`config.mk`:
```
export PLATFORM = sky130hd
export DESIGN_NAME = encoder_pulse_counter_rpm
export DESIGN_NICKNAME = d
export VERILOG_FILES = /design/src/design/epcrpm_pkg.sv /design/src/design/encoder_pulse_counter_rpm.sv
export SDC_FILE = /design/constraint.sdc
export NUM_CORES = 1
export LEC_CHECK = 0
export BUFFER_PORTS_ARGS = -buffer_cell sky130_fd_sc_hd__buf_2
export CORE_MARGIN = 1
export CORE_UTILIZATION = 57
export DETAILED_ROUTE_END_ITERATION = 10
export PLACE_DENSITY_LB_ADDON = 0.12
export SETUP_SLACK_MARGIN = 0.3
export SLEW_MARGIN = 10
export SYNTH_ARGS = -nofsm -noshare
export SYNTH_HDL_FRONTEND = slang
export SYNTH_SLANG_ARGS = --single-unit
```
`constraint.sdc`:
```
create_clock -name clk_i -period 5.1 [get_ports clk_i]
set_clock_uncertainty 0.1 [all_clocks]
set_input_delay 0.765 -clock clk_i [delete_from_list [all_inputs] [get_ports clk_i]]
set_output_delay 0.765 -clock clk_i [all_outputs]
set_load 0.01 [all_outputs]
```
`src/design/epcrpm_pkg.sv`:
```
// ----------------------------------------------------------------------------
// Encoder pulse counter package
// Shared constants, request codes and sequencer states.
// ----------------------------------------------------------------------------
`default_nettype none

package epcrpm_pkg;

  localparam logic [15:0] PprReset    = 16'd374;
  localparam logic [15:0] MsPerMinute = 16'd60000;
  localparam logic [15:0] RpmMax      = 16'hFFFF;

  typedef enum logic [1:0] {
    ReqEdge  = 2'd0,
    ReqClear = 2'd1,
    ReqRpm   = 2'd2
  } req_e;

  typedef enum logic [2:0] {
    StIdle,
    StMulDiv,
    StMulNum,
    StCheck,
    StMod,
    StDivCheck,
    StDiv,
    StDone
  } state_e;

endpackage

`default_nettype wire

```
`src/design/encoder_pulse_counter_rpm.sv`:
```
// ----------------------------------------------------------------------------
// Encoder pulse counter with RPM measurement
// Edge, clear and zero-window transactions: result in the cycle after
// accept, one transaction per cycle when not stalled. RPM: bit-serial
// sequencer: divisor multiply, numerator multiply, check, remainder by 60000
// (clamp only), saturation check, divide, output, then next input.
// Async active-low reset: count 0, direction forward, pulses_per_rev 374.
// ----------------------------------------------------------------------------
`default_nettype none

module encoder_pulse_counter_rpm (
  input  wire logic        clk_i,
  input  wire logic        rst_ni,
  input  wire logic        cfg_valid_i,
  output logic             cfg_ready_o,
  input  wire logic [15:0] cfg_data_i,
  input  wire logic        in_valid_i,
  output logic             in_stall_o,
  input  wire logic [1:0]  req_type_i,
  input  wire logic        phase_b_i,
  input  wire logic [15:0] period_ms_i,
  output logic             out_valid_o,
  input  wire logic        out_stall_i,
  output logic [31:0]      pulse_count_o,
  output logic             direction_o,
  output logic [15:0]      rpm_o
);
  import epcrpm_pkg::*;

  state_e      state_q, state_d;
  logic [4:0]  step_q, step_d;
  logic [31:0] count_q, count_d;
  logic        dir_q, dir_d;
  logic [15:0] ppr_q;
  logic [15:0] period_q, period_d;
  logic [31:0] pulses_q, pulses_d;
  logic [31:0] div_q, div_d;
  logic [47:0] acc_q, acc_d;
  logic [31:0] num_q, num_d;
  logic [31:0] rem_q, rem_d;
  logic [15:0] quo_q, quo_d;
  logic        out_valid_q, out_valid_d;
  logic [31:0] out_count_q, out_count_d;
  logic        out_dir_q, out_dir_d;
  logic [15:0] out_rpm_q, out_rpm_d;

  logic        accept;
  logic        out_free;
  logic [31:0] mul_d_sum;
  logic [47:0] mul_n_sum;
  logic [31:0] half;
  logic [47:0] num_sum;
  logic [17:0] mod_t;
  logic [17:0] mod_r;
  logic [32:0] div_t;
  logic        div_ge;
  logic [32:0] div_r;

  assign cfg_ready_o   = 1'b1;
  assign out_free      = !out_valid_q || !out_stall_i;
  assign in_stall_o    = (state_q != StIdle) || !out_free;
  assign accept        = in_valid_i && !in_stall_o;
  assign out_valid_o   = out_valid_q;
  assign pulse_count_o = out_count_q;
  assign direction_o   = out_dir_q;
  assign rpm_o         = out_rpm_q;

  assign mul_d_sum = {div_q[30:0], 1'b0} + (period_q[15] ? {16'b0, ppr_q} : 32'b0);
  assign mul_n_sum = {acc_q[46:0], 1'b0}
                   + (MsPerMinute[~step_q[3:0]] ? {16'b0, pulses_q} : 48'b0);
  assign half      = {1'b0, div_q[31:1]};
  assign num_sum   = acc_q + {16'b0, half};
  assign mod_t     = {rem_q[16:0], num_q[31]};
  assign mod_r     = (mod_t >= {2'b0, MsPerMinute}) ? mod_t - {2'b0, MsPerMinute} : mod_t;
  assign div_t     = {rem_q, num_q[15]};
  assign div_ge    = div_t >= {1'b0, div_q};
  assign div_r     = div_ge ? div_t - {1'b0, div_q} : div_t;

  always_comb begin
    state_d     = state_q;
    step_d      = step_q;
    count_d     = count_q;
    dir_d       = dir_q;
    period_d    = period_q;
    pulses_d    = pulses_q;
    div_d       = div_q;
    acc_d       = acc_q;
    num_d       = num_q;
    rem_d       = rem_q;
    quo_d       = quo_q;
    out_valid_d = out_valid_q && out_stall_i;
    out_count_d = out_count_q;
    out_dir_d   = out_dir_q;
    out_rpm_d   = out_rpm_q;

    unique case (state_q)
      StIdle: begin
        if (accept) begin
          out_valid_d = 1'b1;
          out_dir_d   = dir_q;
          out_count_d = count_q;
          out_rpm_d   = 16'b0;
          case (req_type_i)
            ReqEdge: begin
              count_d     = count_q + 32'd1;
              dir_d       = phase_b_i;
              out_count_d = count_q + 32'd1;
              out_dir_d   = phase_b_i;
            end
            ReqClear: begin
              count_d     = 32'b0;
              out_count_d = 32'b0;
            end
            ReqRpm: begin
              if (period_ms_i != 16'b0) begin
                out_valid_d = 1'b0;
                pulses_d    = count_q;
                count_d     = 32'b0;
                period_d    = period_ms_i;
                div_d       = 32'b0;
                step_d      = 5'b0;
                state_d     = StMulDiv;
              end
            end
            default: ;
          endcase
        end
      end
      StMulDiv: begin
        div_d    = mul_d_sum;
        period_d = {period_q[14:0], 1'b0};
        step_d   = step_q + 5'd1;
        if (step_q == 5'd15) begin
          acc_d   = 48'b0;
          step_d  = 5'b0;
          state_d = StMulNum;
        end
      end
      StMulNum: begin
        acc_d  = mul_n_sum;
        step_d = step_q + 5'd1;
        if (step_q == 5'd15) begin
          step_d  = 5'b0;
          state_d = StCheck;
        end
      end
      StCheck: begin
        if (div_q == 32'b0) begin
          quo_d   = RpmMax;
          state_d = StDone;
        end else if (num_sum[47:32] != 16'b0) begin
          num_d   = ~half;
          rem_d   = 32'b0;
          step_d  = 5'b0;
          state_d = StMod;
        end else begin
          num_d   = num_sum[31:0];
          state_d = StDivCheck;
        end
      end
      StMod: begin
        rem_d  = {15'b0, mod_r[16:0]};
        num_d  = {num_q[30:0], 1'b0};
        step_d = step_q + 5'd1;
        if (step_q == 5'd31) begin
          num_d   = ~{15'b0, mod_r[16:0]};
          state_d = StDivCheck;
        end
      end
      StDivCheck: begin
        if ({16'b0, num_q[31:16]} >= div_q) begin
          quo_d   = RpmMax;
          state_d = StDone;
        end else begin
          rem_d   = {16'b0, num_q[31:16]};
          quo_d   = 16'b0;
          step_d  = 5'b0;
          state_d = StDiv;
        end
      end
      StDiv: begin
        rem_d  = div_r[31:0];
        quo_d  = {quo_q[14:0], div_ge};
        num_d  = {num_q[30:0], 1'b0};
        step_d = step_q + 5'd1;
        if (step_q == 5'd15) begin
          state_d = StDone;
        end
      end
      StDone: begin
        if (out_free) begin
          out_valid_d = 1'b1;
          out_count_d = count_q;
          out_dir_d   = dir_q;
          out_rpm_d   = quo_q;
          state_d     = StIdle;
        end
      end
      default: state_d = StIdle;
    endcase
  end

  always_ff @(posedge clk_i or negedge rst_ni) begin
    if (!rst_ni) begin
      state_q     <= StIdle;
      step_q      <= 5'b0;
      count_q     <= 32'b0;
      dir_q       <= 1'b0;
      ppr_q       <= PprReset;
      out_valid_q <= 1'b0;
    end else begin
      state_q     <= state_d;
      step_q      <= step_d;
      count_q     <= count_d;
      dir_q       <= dir_d;
      out_valid_q <= out_valid_d;
      if (cfg_valid_i && cfg_ready_o) begin
        ppr_q <= cfg_data_i;
      end
    end
  end

  always_ff @(posedge clk_i) begin
    period_q    <= period_d;
    pulses_q    <= pulses_d;
    div_q       <= div_d;
    acc_q       <= acc_d;
    num_q       <= num_d;
    rem_q       <= rem_d;
    quo_q       <= quo_d;
    out_count_q <= out_count_d;
    out_dir_q   <= out_dir_d;
    out_rpm_q   <= out_rpm_d;
  end

endmodule

`default_nettype wire
```
After elaboration in Yosys (flattened, before gate mapping)

Memories as Yosys holds them, arrays and structs flattened.
Index checks and enable logic that the tools add are counted.

Add/subtract/negate cells: 7
$lt $le $gt $ge: 4
Eq/ne operators: 24
Muxes and demuxes: 63
Bitwise operators: 3
Reductions and logical operators: 35

Operators with widths:

| cell                                          | number |
|---|---|
| two-way mux 32 bit                            | 13 |
| case mux 32 bit (2 select lines)              | 3 |
| case mux 32 bit (3 select lines)              | 2 |
| two-way mux 16 bit                            | 8 |
| case mux 32 bit (4 select lines)              | 1 |
| case mux 48 bit (2 select lines)              | 1 |
| case mux 16 bit (2 select lines)              | 2 |
| adder 48 x 31 -> 48 bit                       | 1 |
| adder 48 x 32 -> 48 bit                       | 1 |
| two-way mux 48 bit                            | 1 |
| case mux 16 bit (3 select lines)              | 1 |
| two-way mux 5 bit                             | 7 |
| >= comparator 33 x 32 -> 1 bit                | 1 |
| adder 32 x 1 -> 32 bit, second input constant | 1 |
| adder 32 x 16 -> 32 bit                       | 1 |
| >= comparator 16 x 32 -> 1 bit                | 1 |
| logical NOT 32 bit                            | 1 |
| NOT 17 -> 32 bit                              | 1 |
| NOT 31 -> 32 bit                              | 1 |
| nonzero test 16 bit                           | 2 |
| subtractor 32 bit                             | 1 |
| case mux 5 bit (5 select lines)               | 1 |
| two-way mux 3 bit                             | 8 |
| inequality test 2 bit, second input constant  | 12 |
| other kinds (33)                              | 64 |

Register bits: 315
Bits in read-only memories: 16
Bits of input ports: 40
Word-level logic and storage cells: 153
Memories: 1

Memory list:

| memory          | words | bits a word | read ports | clocked after memory_dff | wr ports | RTL line                        | text |
|---|---|---|---|---|---|---|---|
| (no name shown) | 16    | 1           | 1          | 0                        | 0        | encoder_pulse_counter_rpm.sv:70 | `+ (MsPerMinute[~step_q[3:0]] ? {16'b0, pulses_q} : 48'b0);` |

Logic depth before layout (Yosys ltp)

Gate-level depths: netlist (run 1).

Depth after elaboration: 8
Depth in mapped cells: 19
Depth with buffers taken out: 19

Worst setup path after synthesis (run 1)

No wires, ideal clock.

Kind: input to register
Start point: in req_type_i[0]
End point: reg div_q[0], enable pin
Setup time: 0.520 ns
Arrival time: 4.445 ns
Slack: 0.035 ns
Stages on the path: 4
Path buffers: 0
Cell sequence: inv_1 > ha_1 > nand2_1 > o21ai_0

Longest elaborated chain between the ends: 3

Ends and longest elaborated chain:

| element                                         | RTL line                         | text |
|---|---|---|
| from (decl)                                     | encoder_pulse_counter_rpm.sv:19  | `input wire logic [1:0] req_type_i,` |
| equality test 2 bit                             | encoder_pulse_counter_rpm.sv:103 | `case (req_type_i)` |
| inequality test 2 x 1 -> 1 bit (no source line) | --                               |  |
| AND reduction 4 bit (no source line)            | --                               |  |
| to (signal assigned)                            | encoder_pulse_counter_rpm.sv:226 | `div_q <= div_d;` |
| to (decl)                                       | encoder_pulse_counter_rpm.sv:37  | `logic [31:0] div_q, div_d;` |

Every way passes these cells.
A chain may end at the register's enable or synchronous reset.

Worst setup path after layout (run 1)

Start point: reg div_q[9]
End point: reg step_q[3]

Longest elaborated chain between the ends: 4
Elaborated cells on any way between the ends: 8
Classes of those cells: add/sub (1); order compare (1); eq/ne (3); reduce/logical (3)

Ends and longest elaborated chain:

| element                                | RTL line                         | text |
|---|---|---|
| adder 48 x 31 -> 48 bit                | encoder_pulse_counter_rpm.sv:72  | `assign num_sum = acc_q + {16'b0, half};` |
| nonzero test 16 bit                    | encoder_pulse_counter_rpm.sv:151 | `end else if (num_sum[47:32] != 16'b0) begin` |
| inequality test 2 bit (no source line) | --                               |  |
| AND reduction 7 bit (no source line) * | --                               |  |
| to (signal assigned)                   | encoder_pulse_counter_rpm.sv:213 | `step_q <= step_d;` |
| to (decl)                              | encoder_pulse_counter_rpm.sv:31  | `logic [4:0] step_q, step_d;` |

Every way passes the cells marked *; elsewhere a longest branch is shown, timed or not.

==> run metrics, run 1 <==
crit path cell chain=ha_1 -> nand3_1 -> nor4b_1 -> nor2_1 -> o211ai_1 -> nor3_1 -> o21ba_2 -> o31ai_1 -> mux2i_1 -> nor4b_4 -> buf_4 -> clkbuf_16 -> o31ai_1 -> o221ai_1; synthesized flop and latch total=roughly 320; largest net degree at the start of global routing=65; # setup viols final=0; Final Wtd Congestion=around 0.94; Clock Path Buffers=3; I/O pin total=92; Final Hold Viols=0; core area=about 37000 µm²; Critical Path RT=approximately 5.4 ns; Die ar.=around 38000 µm²; Mapped Area=between 20000 and 25000 µm²; leading cell types in the layout, fill and taps excluded=257 x edfxtp_1, 202 x nand2_1, 179 x nor2_1; Static Leak=about 0.0094 µW; distinct cell type count after synthesis=70; final net count=between 2000 and 2500; via count=approximately 17000; ys flop type=edfxtp_1; Final period util=93.8%; Site Rows=70; max-slew violation total from the final report=0; Worst Hold Class=in2async; starting density of the core=57.7%; most common cell after layout, fill and taps aside=edfxtp_1; first-pass GRT wire length=86200 µm; layout cells sized above 1=~10%; Post-Place Cells=~2700; pwr dens=about 580 nW/µm²; CTS root buffer=clkbuf_16; non-filler cells, final=2765; vias in the first global route=16168; GRT overflow=0; hold slack=between 0.2 and 0.3 ns; area grow syn2layout=10.0%; max cap viols=0; CTS buffer count=36; Max IR drop VDD=about 0.00037 V; Die Width=around 190 µm; wire per inst=around 20 µm; crit start category=flip-flop; clock sinks=roughly 320; Pwr Total=around 13000 µW; Syn Nets=approximately 2400; Worst Path Max Fanout=15; cts hold-fix bufs=0; Slew headroom=between 20% and 30%; Vert. Die Dim=194 µm; Remaining DRCs=0; number of flops mapped to enable cells by yosys=roughly 260; Worst path max stage delay=about 0.61 ns; register area share after synthesis=around 44%; RSZ-0062 raised after global routing=true; Clock Pin Slew Worst Setup and Hold Paths=~0.060 ns; antenna-violating nets left=0; via/cell ratio=a little over 6; syn_area_per_cell=roughly 9.5 µm²; GRT Overall Usage=~29%; CTS tree=done; Ant. Diodes=0; initial antenna violation count=0; slowest CP cell=o31ai_1; crit path DAT=5.05 ns; count of input and output buffers=90; measured slew at the worst slew-check pin=roughly 1.2 ns; Post-Synthesis Cells=between 2000 and 2500; CP Capture Type=flip-flop; Post-synth ARST share=about 18%; most frequent CP cell=o31ai_1; Tmin final=between 4 and 5 ns; Total Wirelength=roughly 54000 µm; Yosys warnings=0; initial drt markers=1449; Setup TNS=0 ns; Pre-Repair DR Iteration Count=6; status=complete, no violations; dpl hpwl=between 40000 and 50000 µm; Crit Path Category=reg2reg; H-tree depth=2; Max Freq=about 0.21 GHz; number of fill cells=about 3000; Clock Latency Late Sink=0.54 ns
[through the flow]
stage	cell area (µm²)	worst slack, ns	util (%)
floorplan	21100	0.728	-
global placement	22000	0.416	60.1
detailed placement	22000	0.283	60.1
CTS	23100	0.402	63.3
global route	23200	0.162	63.5
finish	23200	0.318	63.5
[synthesized netlist by cell type, types with 5 or more instances]
library cell    n  area [µm²]
o21a_1         14         105
o221ai_1        7        61.3
a211oi_1       25         188
or2_2          13        81.3
and4_1          9        78.8
nand2b_1       15        93.8
a22oi_1        11        82.6
and2_1         77         482
and3_1         44         275
o21ai_0       148         741
dfrtp_1        52        1300
dfstp_2         6         158
xnor2_1        74         648
nor3_1         76         380
ha_1          134        1680
nor2_1        181         679
a21boi_0        6        45.0
o211ai_1       11        82.6
a21o_1         83         623
a221o_1         7        70.1
nand4_1        25         156
clkbuf_1       95         357
o31ai_1        37         278
nor4_1         19         119
o21bai_1        9        67.6
o2111ai_1       5        43.8
a211o_1         6        52.6
a31oi_1        20         125
a21oi_1       175         876
nor2b_1        24         150
edfxtp_1      257        7720
xor2_1         54         473
inv_1          79         297
a221oi_1        5        43.8
or3_1          11        68.8
o22ai_1         6        37.5
nand3_1        66         330
mux2_2         19         214
mux2i_1        48         480
nand2_1       205         769
o22a_1          5        43.8
[registers in the layout, indices dropped and copies added (netlist names)]
signal / count
direction_o: 1
rpm_o: 16
step_q: 5
dir_q: 1
rem_q: 32
count_q: 32
pulse_count_o: 32
div_q: 32
ppr_q: 16
acc_q: 48
out_valid_o: 1
period_q: 16
quo_q: 16
pulses_q: 32
num_q: 32
state_q: 3
[path summary, 6_finish.rpt]
check                               start          to  slack [ns]  depth (start not counted)
setup / recovery                 div_q[9]   step_q[3]        0.32                         14
hold / removal                     rst_ni  count_q[0]        0.29                          2
setup reg to reg                 div_q[9]   step_q[3]        0.32                         14
hold reg to reg                 ppr_q[11]   ppr_q[11]        0.40                          1
max in group asynchronous          rst_ni    ppr_q[3]        4.07                          2
min in group clk_i         cfg_data_i[13]   ppr_q[13]        0.37                          2
[layer usage]
layer | part of all wire (%) | up-vias | global-route usage [%] | routed length [µm]
li1 | - | 8310 | - | -
met1 | 46 | 8058 | 41.0 | 24900
met2 | 45 | 550 | 44.9 | 24300
met3 | 5.9 | 83 | 3.64 | 3210
met4 | 2.9 | 0 | 9.14 | 1580
met5 | 0 | - | 0 | 0
[repair_timing]
action | in CTS | in global routing
gates resized for setup | 1 | 9
gates cloned | 0 | 1
endpoints found under the setup margin | 19 | 69
buffers inserted | 0 | 1
pin swaps | 0 | 1
[power breakdown]
group | switching (µW) | total [µW] | internal (µW)
clock | 1030 | 2540 | 1510
sequential | 611 | 4380 | 3760
combinational | 3980 | 6460 | 2470
total | 5630 | 13400 | 7750
[layout make-up]
cell class	instances	area [µm²]	area share, %
inverters	79	297	1.28
flip-flops and latches	315	9180	39.6
clock buffers	49	990	4.27
clock inverters	15	160	0.691
well taps	468	586	2.53
multi-input cells	1720	11300	48.6
repair buffers	119	702	3.03
[logic make-up (layout without fill, tap and decap cells)]
family                   Yosys count  count (layout)  synth area share (%)
flip-flops                       315             315                  43.5
XOR/XNOR                         128             128                  5.32
multiplexers                      67              67                  3.30
AND/OR/NAND/NOR                  774             774                  17.8
buffers and inverters            184             262                  3.41
adder cells (fa/ha/maj)          138             138                  8.34
other                              1               1                0.0178
AO/OA/AOI/OAI                    612             612                  18.3
[critical path: cells and delay by family (launching register included)]
kind	cells	cell delay, ns
compound gates	5	1.92
fa+ha+maj	1	0.43
buf+inv	2	0.36
flops	1	0.50
mux	1	0.33
simple gates	5	0.97
(Power assumes the default switching activity.)
==> run 2, diff against run 1 <==
--- a/config.mk
+++ b/config.mk
@@ -6,6 +6,7 @@
 export NUM_CORES = 1
 export LEC_CHECK = 0
 export BUFFER_PORTS_ARGS = -buffer_cell sky130_fd_sc_hd__buf_2
+export CORE_ASPECT_RATIO = 0.9
 export CORE_MARGIN = 1
 export CORE_UTILIZATION = 57
 export DETAILED_ROUTE_END_ITERATION = 10
==> run 2 against run 1 <==
- final cell count increased by 0.43%
- combinational power increased by 1%
- global-route usage increased by 0.96 points
- largest cell class unchanged
- sequential share of layout area decreased by 0.14 points
- core utilization increased by 0.70 points
- first-iteration DRC count increased by 3.2%
- cell area increased by 0.36%
- register-to-register slack improved by 0.16 ns
- clock-buffer cell count increased by 3
- critical path depth increased by 1
- worst setup slack improved by 0.16 ns
- die area about the same
==> run metrics, run 2 (synthesis gave the netlist of run 1 again) <==
status=complete, no violations; CTS buffer count=37 (+2.8%); count of input and output buffers=90 (unchanged); final net count=2452 (+0.12%); area grow syn2layout=10.4%; CP Capture Type=flip-flop; GRT Overall Usage=29.5% (+0.96 points); # setup viols final=0 (unchanged); Stages on worst setup path=15 (+1); first-pass GRT wire length=87400 µm (+1.4%); I/O pin total=92 (unchanged); clock power share=19.5% (+0.5 points); DR WL met3=4470 µm (+39%); Clock Pin Slew Worst Setup and Hold Paths=0.06 ns (about the same); Slew headroom=20.5% (-0.44 points); crit path DAT=4.81 ns (-0.24 ns); Tmin final=4.62 ns (-0.157 ns); Worst Hold Class=in2async; Ant. Diodes=0 (unchanged); dpl hpwl=40800 µm (+1.8%); Critical Path RT=5.28 ns (-0.09 ns); Sw Pwr=5720 µW (+1.8%); initial drt markers=1496 (+3.2%); Max Freq=0.216 GHz (+3.4%); CTS root buffer=clkbuf_16; Setup TNS=0 ns (unchanged); worst r2r path cells=15 (+1); via/cell ratio=6.21 (+0.99%); Site Rows=66 (-5.7%); largest net degree at the start of global routing=59 (-9.2%); Worst path max stage delay=0.51 ns (-0.10 ns); Worst Path Max Fanout=32 (+17); slowest CP cell=a2111oi_4; internal cell power=7810 µW (+0.70%); RR Startpoint=div_q[1]; antenna-violating nets left=0 (unchanged); most common cell after layout, fill and taps aside=edfxtp_1; Final period util=90.7% (-3.1 points); initial antenna violation count=0 (unchanged); crit path cell chain=ha_1 -> fa_1 -> a211oi_1 -> o21a_1 -> a2111oi_4 -> o2111ai_2 -> and4_1 -> or4_1 -> a21oi_1 -> nand4_1 -> nor4b_4 -> clkbuf_16 -> nand2b_1 -> a21oi_4 -> buf_12; core area=36300 µm² (-0.74%); top layer in use=met4; CTS tree=done; combinational power share=48.3% (about the same); Final Wtd Congestion=0.967 (+2.9%); Switching Share=42.3% (+0.26 points); Most flops, register=acc_q; Buf/Inv on CP=2 (unchanged); Clock Latency Late Sink=0.54 ns (about the same); number of fill cells=2963 (-0.94%); Die Width=205 µm (+5.4%); wire length on met2=25000 µm (+2.7%); clock sinks=315 (unchanged); vias in the first global route=16199 (+0.19%); layout cells sized above 1=10.2% (+0.24 points); Clock Path Buffers=3 (unchanged); Max IR drop VDD=0.000429 V (+17%); leading cell types in the layout, fill and taps excluded=257 x edfxtp_1, 202 x nand2_1, 179 x nor2_1; crit start category=flip-flop; critical path startpoint=div_q[1]; R2R Setup Slk=0.48 ns (+0.16 ns); non-filler cells, final=2777 (+0.43%); Die ar.=37700 µm² (about the same); max reg flops=48 (unchanged); met1 WL=24700 µm (-0.56%); Static Leak=0.00938 µW (+0.21%); via count=17244 (+1.4%); GRT overflow=0 (unchanged); Remaining DRCs=0 (unchanged); pwr dens=582 nW/µm² (+0.79%); Seq pwr share=32.2% (-0.5 points); hold slack=0.290 ns (+0.000535 ns); H-tree depth=2 (unchanged); max cap viols=0 (unchanged); Crit Path Category=reg2reg; wire per inst=20.0 µm (+2.3%); Total Wirelength=55500 µm (+2.8%); RSZ-0062 raised after global routing=false; starting density of the core=58.1% (+0.43 points); Final Hold Viols=0 (unchanged); CP top delay family=simple AND/OR/NAND/NOR gates; measured slew at the worst slew-check pin=1.19 ns (+0.00661 ns); Pre-Repair DR Iteration Count=5 (-1); Vert. Die Dim=184 µm (-5.1%); Post-Place Cells=2709 (+0.37%); max-slew violation total from the final report=0 (unchanged)
[run 2: final cells by class]
cell class                 instances  area (µm²)  area share, %
tap                              476         596           2.56
clock buffer                      52        1040           4.49
sequential                       315        9180           39.4
clock inverter                    14         151          0.651
inverter                          79         297           1.27
timing repair buffer             121         717           3.08
multi-input combinational       1720       11300           48.5
[run 2: timing repair]
| action | in CTS | in global routing |
|---|---|---|
| hold buffers | 0 | 0 |
| setup buffers | 0 | 1 |
| endpoints found under the hold margin | 0 | 0 |
| gates resized for setup | 0 | 12 |
| endpoints found under the setup margin | 0 | 101 |
[run 2: routing by layer]
| metal | vias to the layer above | global-route usage [%] |
|---|---|---|
| met4 | 0 | 8.12 |
| met2 | 608 | 45.9 |
| met3 | 92 | 6.22 |
| li1 | 8331 | - |
| met5 | - | 0 |
| met1 | 8213 | 41.5 |
[run 2: worst reg2reg max path, stage by stage (launching register included)]
cell	delay, ns
edfxtp_1	0.43
ha_1	0.24
fa_1	0.25
a211oi_1	0.11
o21a_1	0.26
a2111oi_4	0.51
o2111ai_2	0.24
and4_1	0.26
or4_1	0.49
a21oi_1	0.16
nand4_1	0.17
nor4b_4	0.39
clkbuf_16	0.28
nand2b_1	0.21
a21oi_4	0.07
buf_12	0.18
[run 2: worst paths after layout]
| check | end |
|---|---|
| min in group clk_i | ppr_q[5] |
| worst min register to register | ppr_q[13] |
| worst min-delay path | ppr_q[3] |
| worst max register to register | rem_q[28] |
| max in group asynchronous | count_q[25] |
| worst max-delay path | rem_q[28] |
[run 2: metrics by stage]
step	cell area, µm²	utilization [%]	setup WS, ns	total power, µW
floorplan	21100	-	0.728	8900
global placement	22000	60.7	0.438	10600
detailed placement	22000	60.7	0.414	10800
CTS	23200	64.0	0.382	13500
global route	23300	64.2	0.305	14400
finish	23300	64.2	0.475	13500
[run 2: power by group through the flow]
stage               registers (µW)  clock network (µW)  logic (µW)
floorplan                     4180                   0        4720
global placement              4370                   0        6250
detailed placement            4380                   0        6390
CTS                           4340                2680        6440
global route                  4420                2770        7220
finish                        4360                2640        6530
==> run 3, diff against run 2 <==
--- a/config.mk
+++ b/config.mk
@@ -10,6 +10,7 @@
 export CORE_MARGIN = 1
 export CORE_UTILIZATION = 57
 export DETAILED_ROUTE_END_ITERATION = 10
+export MAX_ROUTING_LAYER = met4
 export PLACE_DENSITY_LB_ADDON = 0.12
 export SETUP_SLACK_MARGIN = 0.3
 export SLEW_MARGIN = 10
==> run 3 against run 2 <==
- via count is 0.63% higher
- first-iteration DRC count fell by 10%
- sequential share of layout area shrank 0.10 points
- clock power fell by 3%
- cell area grew 0.26%
- maximum frequency about the same
- core utilization grew 0.17 points
- die area unchanged
- highest routed layer unchanged
==> run metrics, run 3 (synthesis gave the netlist of run 1 again) <==
leading cell types in the layout, fill and taps excluded=257 x edfxtp_1, 202 x nand2_1, 179 x nor2_1; wire length on met2=25600 µm (+2.3%); Max IR drop VDD=0.000349 V (-19%); Static Leak=0.00944 µW (+0.72%); DR WL met3=4010 µm (-10%); max reg flops=48 (unchanged); Critical Path RT=5.26 ns (-0.02 ns); pwr dens=581 nW/µm² (-0.14%); initial antenna violation count=1 (+1); RSZ-0062 raised after global routing=false; area grow syn2layout=10.7%; GRT overflow=0 (unchanged); Worst Hold Class=in2async; CTS root buffer=clkbuf_16; Final period util=90.6% (about the same); Clock Path Buffers=3 (unchanged); clock sinks=315 (unchanged); measured slew at the worst slew-check pin=1.18 ns (-0.0101 ns); crit start category=flip-flop; Max Freq=0.216 GHz (about the same); status=complete, no violations; worst setup margin=0.477 ns (+0.00170 ns); top layer in use=met4; vias in the first global route=16505 (+1.9%); Worst Path Max Fanout=19 (-41%); Die Width=205 µm (unchanged); H-tree depth=2 (unchanged); Setup TNS=0 ns (unchanged); final net count=2464 (+0.49%); antenna-violating nets left=0 (unchanged); Tmin final=4.62 ns (-0.00170 ns); CP Capture Type=flip-flop; CTS buffer count=37 (unchanged); Pre-Repair DR Iteration Count=5 (unchanged); Setup Slack @ Placement=0.302 ns (-0.112 ns); Remaining DRCs=0 (unchanged); Vert. Die Dim=184 µm (unchanged); core area=36300 µm² (unchanged); dpl hpwl=41700 µm (+2.2%); via count=17352 (+0.63%); Site Rows=66 (unchanged); Most flops, register=acc_q; met1 WL=25500 µm (+3.0%); Total Wirelength=56200 µm (+1.3%); max-slew violation total from the final report=0 (unchanged); wire per inst=20.2 µm (+0.87%); Ant. Diodes=0 (unchanged); via/cell ratio=6.22 (+0.23%); I/O pin total=92 (unchanged); largest net degree at the start of global routing=65 (+10%); Slew headroom=21.5% (+0.95 points); initial drt markers=1345 (-10%); Final Hold Viols=0 (unchanged); starting density of the core=58.1% (unchanged); layout cells sized above 1=10.7% (+0.51 points); # setup viols final=0 (unchanged); CTS tree=done; first-pass GRT wire length=88200 µm (+0.87%); Final Wtd Congestion=0.941 (-2.6%); GRT Overall Usage=30.5% (+1.0 points); Crit Path Category=reg2reg; Clock Pin Slew Worst Setup and Hold Paths=0.06 ns (about the same); crit path DAT=4.79 ns (-0.02 ns); count of input and output buffers=90 (unchanged); Clock Latency Late Sink=0.54 ns (about the same); most common cell after layout, fill and taps aside=edfxtp_1; max cap viols=0 (unchanged); Die ar.=37700 µm² (unchanged)
-- run 3: metal layers --
layer / GRT usage (%) / up-vias
met5: - / -
met4: 7.10 / 0
met3: 4.23 / 101
met2: 46.8 / 641
met1: 42.7 / 8285
li1: - / 8325
-- run 3: cell type report --
| class | count | area (µm²) |
|---|---|---|
| clock buffer | 50 | 1050 |
| clock inverter | 15 | 115 |
| multi-input combinational | 1720 | 11300 |
| fill | 3032 | 12900 |
| inverter | 79 | 297 |
| tap | 476 | 596 |
| sequential | 315 | 9180 |
| timing repair buffer | 133 | 811 |
-- run 3: repair_timing --
action / 4_1_cts / 5_1_grt
hold buffers: 0 / 0
pin swaps: 0 / 4
gates cloned: 0 / 1
setup endpoints to repair: 12 / 99
resized for setup: 1 / 12
buffers inserted: 0 / 6
-- run 3: path summary, 6_finish.rpt --
| path | from | endpoint | slack (ns) | depth (start not counted) |
|---|---|---|---|---|
| worst min-delay path | rst_ni | ppr_q[9] | 0.02 | 1 |
| worst min register to register | ppr_q[12] | ppr_q[12] | 0.40 | 1 |
| min in group clk_i | cfg_data_i[10] | ppr_q[10] | 0.35 | 2 |
| max in group asynchronous | rst_ni | count_q[27] | 3.87 | 2 |
| worst max-delay path | div_q[1] | num_q[29] | 0.48 | 16 |
| worst max register to register | div_q[1] | num_q[29] | 0.48 | 16 |
-- run 3: metrics by stage --
step           utilization (%)  hold WS [ns]  area, µm²  total power [µW]  cells
2_1_floorplan                -         0.320      21100              8900   2219
3_3_place_gp              60.8         0.383      22000             10700   2716
3_5_place_dp              60.8         0.392      22000             10800   2716
4_1_cts                   64.0        0.0151      23200             13400   2781
5_1_grt                   64.3        0.0456      23300             14400   2788
6_report                  64.3        0.0219      23300             13500   2788
-- run 3: report_power, final --
part           leakage, µW  switching (µW)  internal (µW)
sequential         0.00327             595           3760
combinational      0.00560            4070           2550
clock             0.000574            1080           1490
-- run 3: critical path: stages, from the launching register on --
cell	delay, ns
edfxtp_1	0.47
ha_1	0.29
fa_1	0.45
a211oi_1	0.33
o21a_1	0.27
a2111oi_4	0.12
buf_4	0.17
o21ai_2	0.26
a211oi_1	0.14
nor4_1	0.19
a2bb2oi_1	0.22
nand4_1	0.17
nor4b_4	0.39
buf_4	0.21
buf_6	0.25
mux2i_1	0.23
a21oi_1	0.08
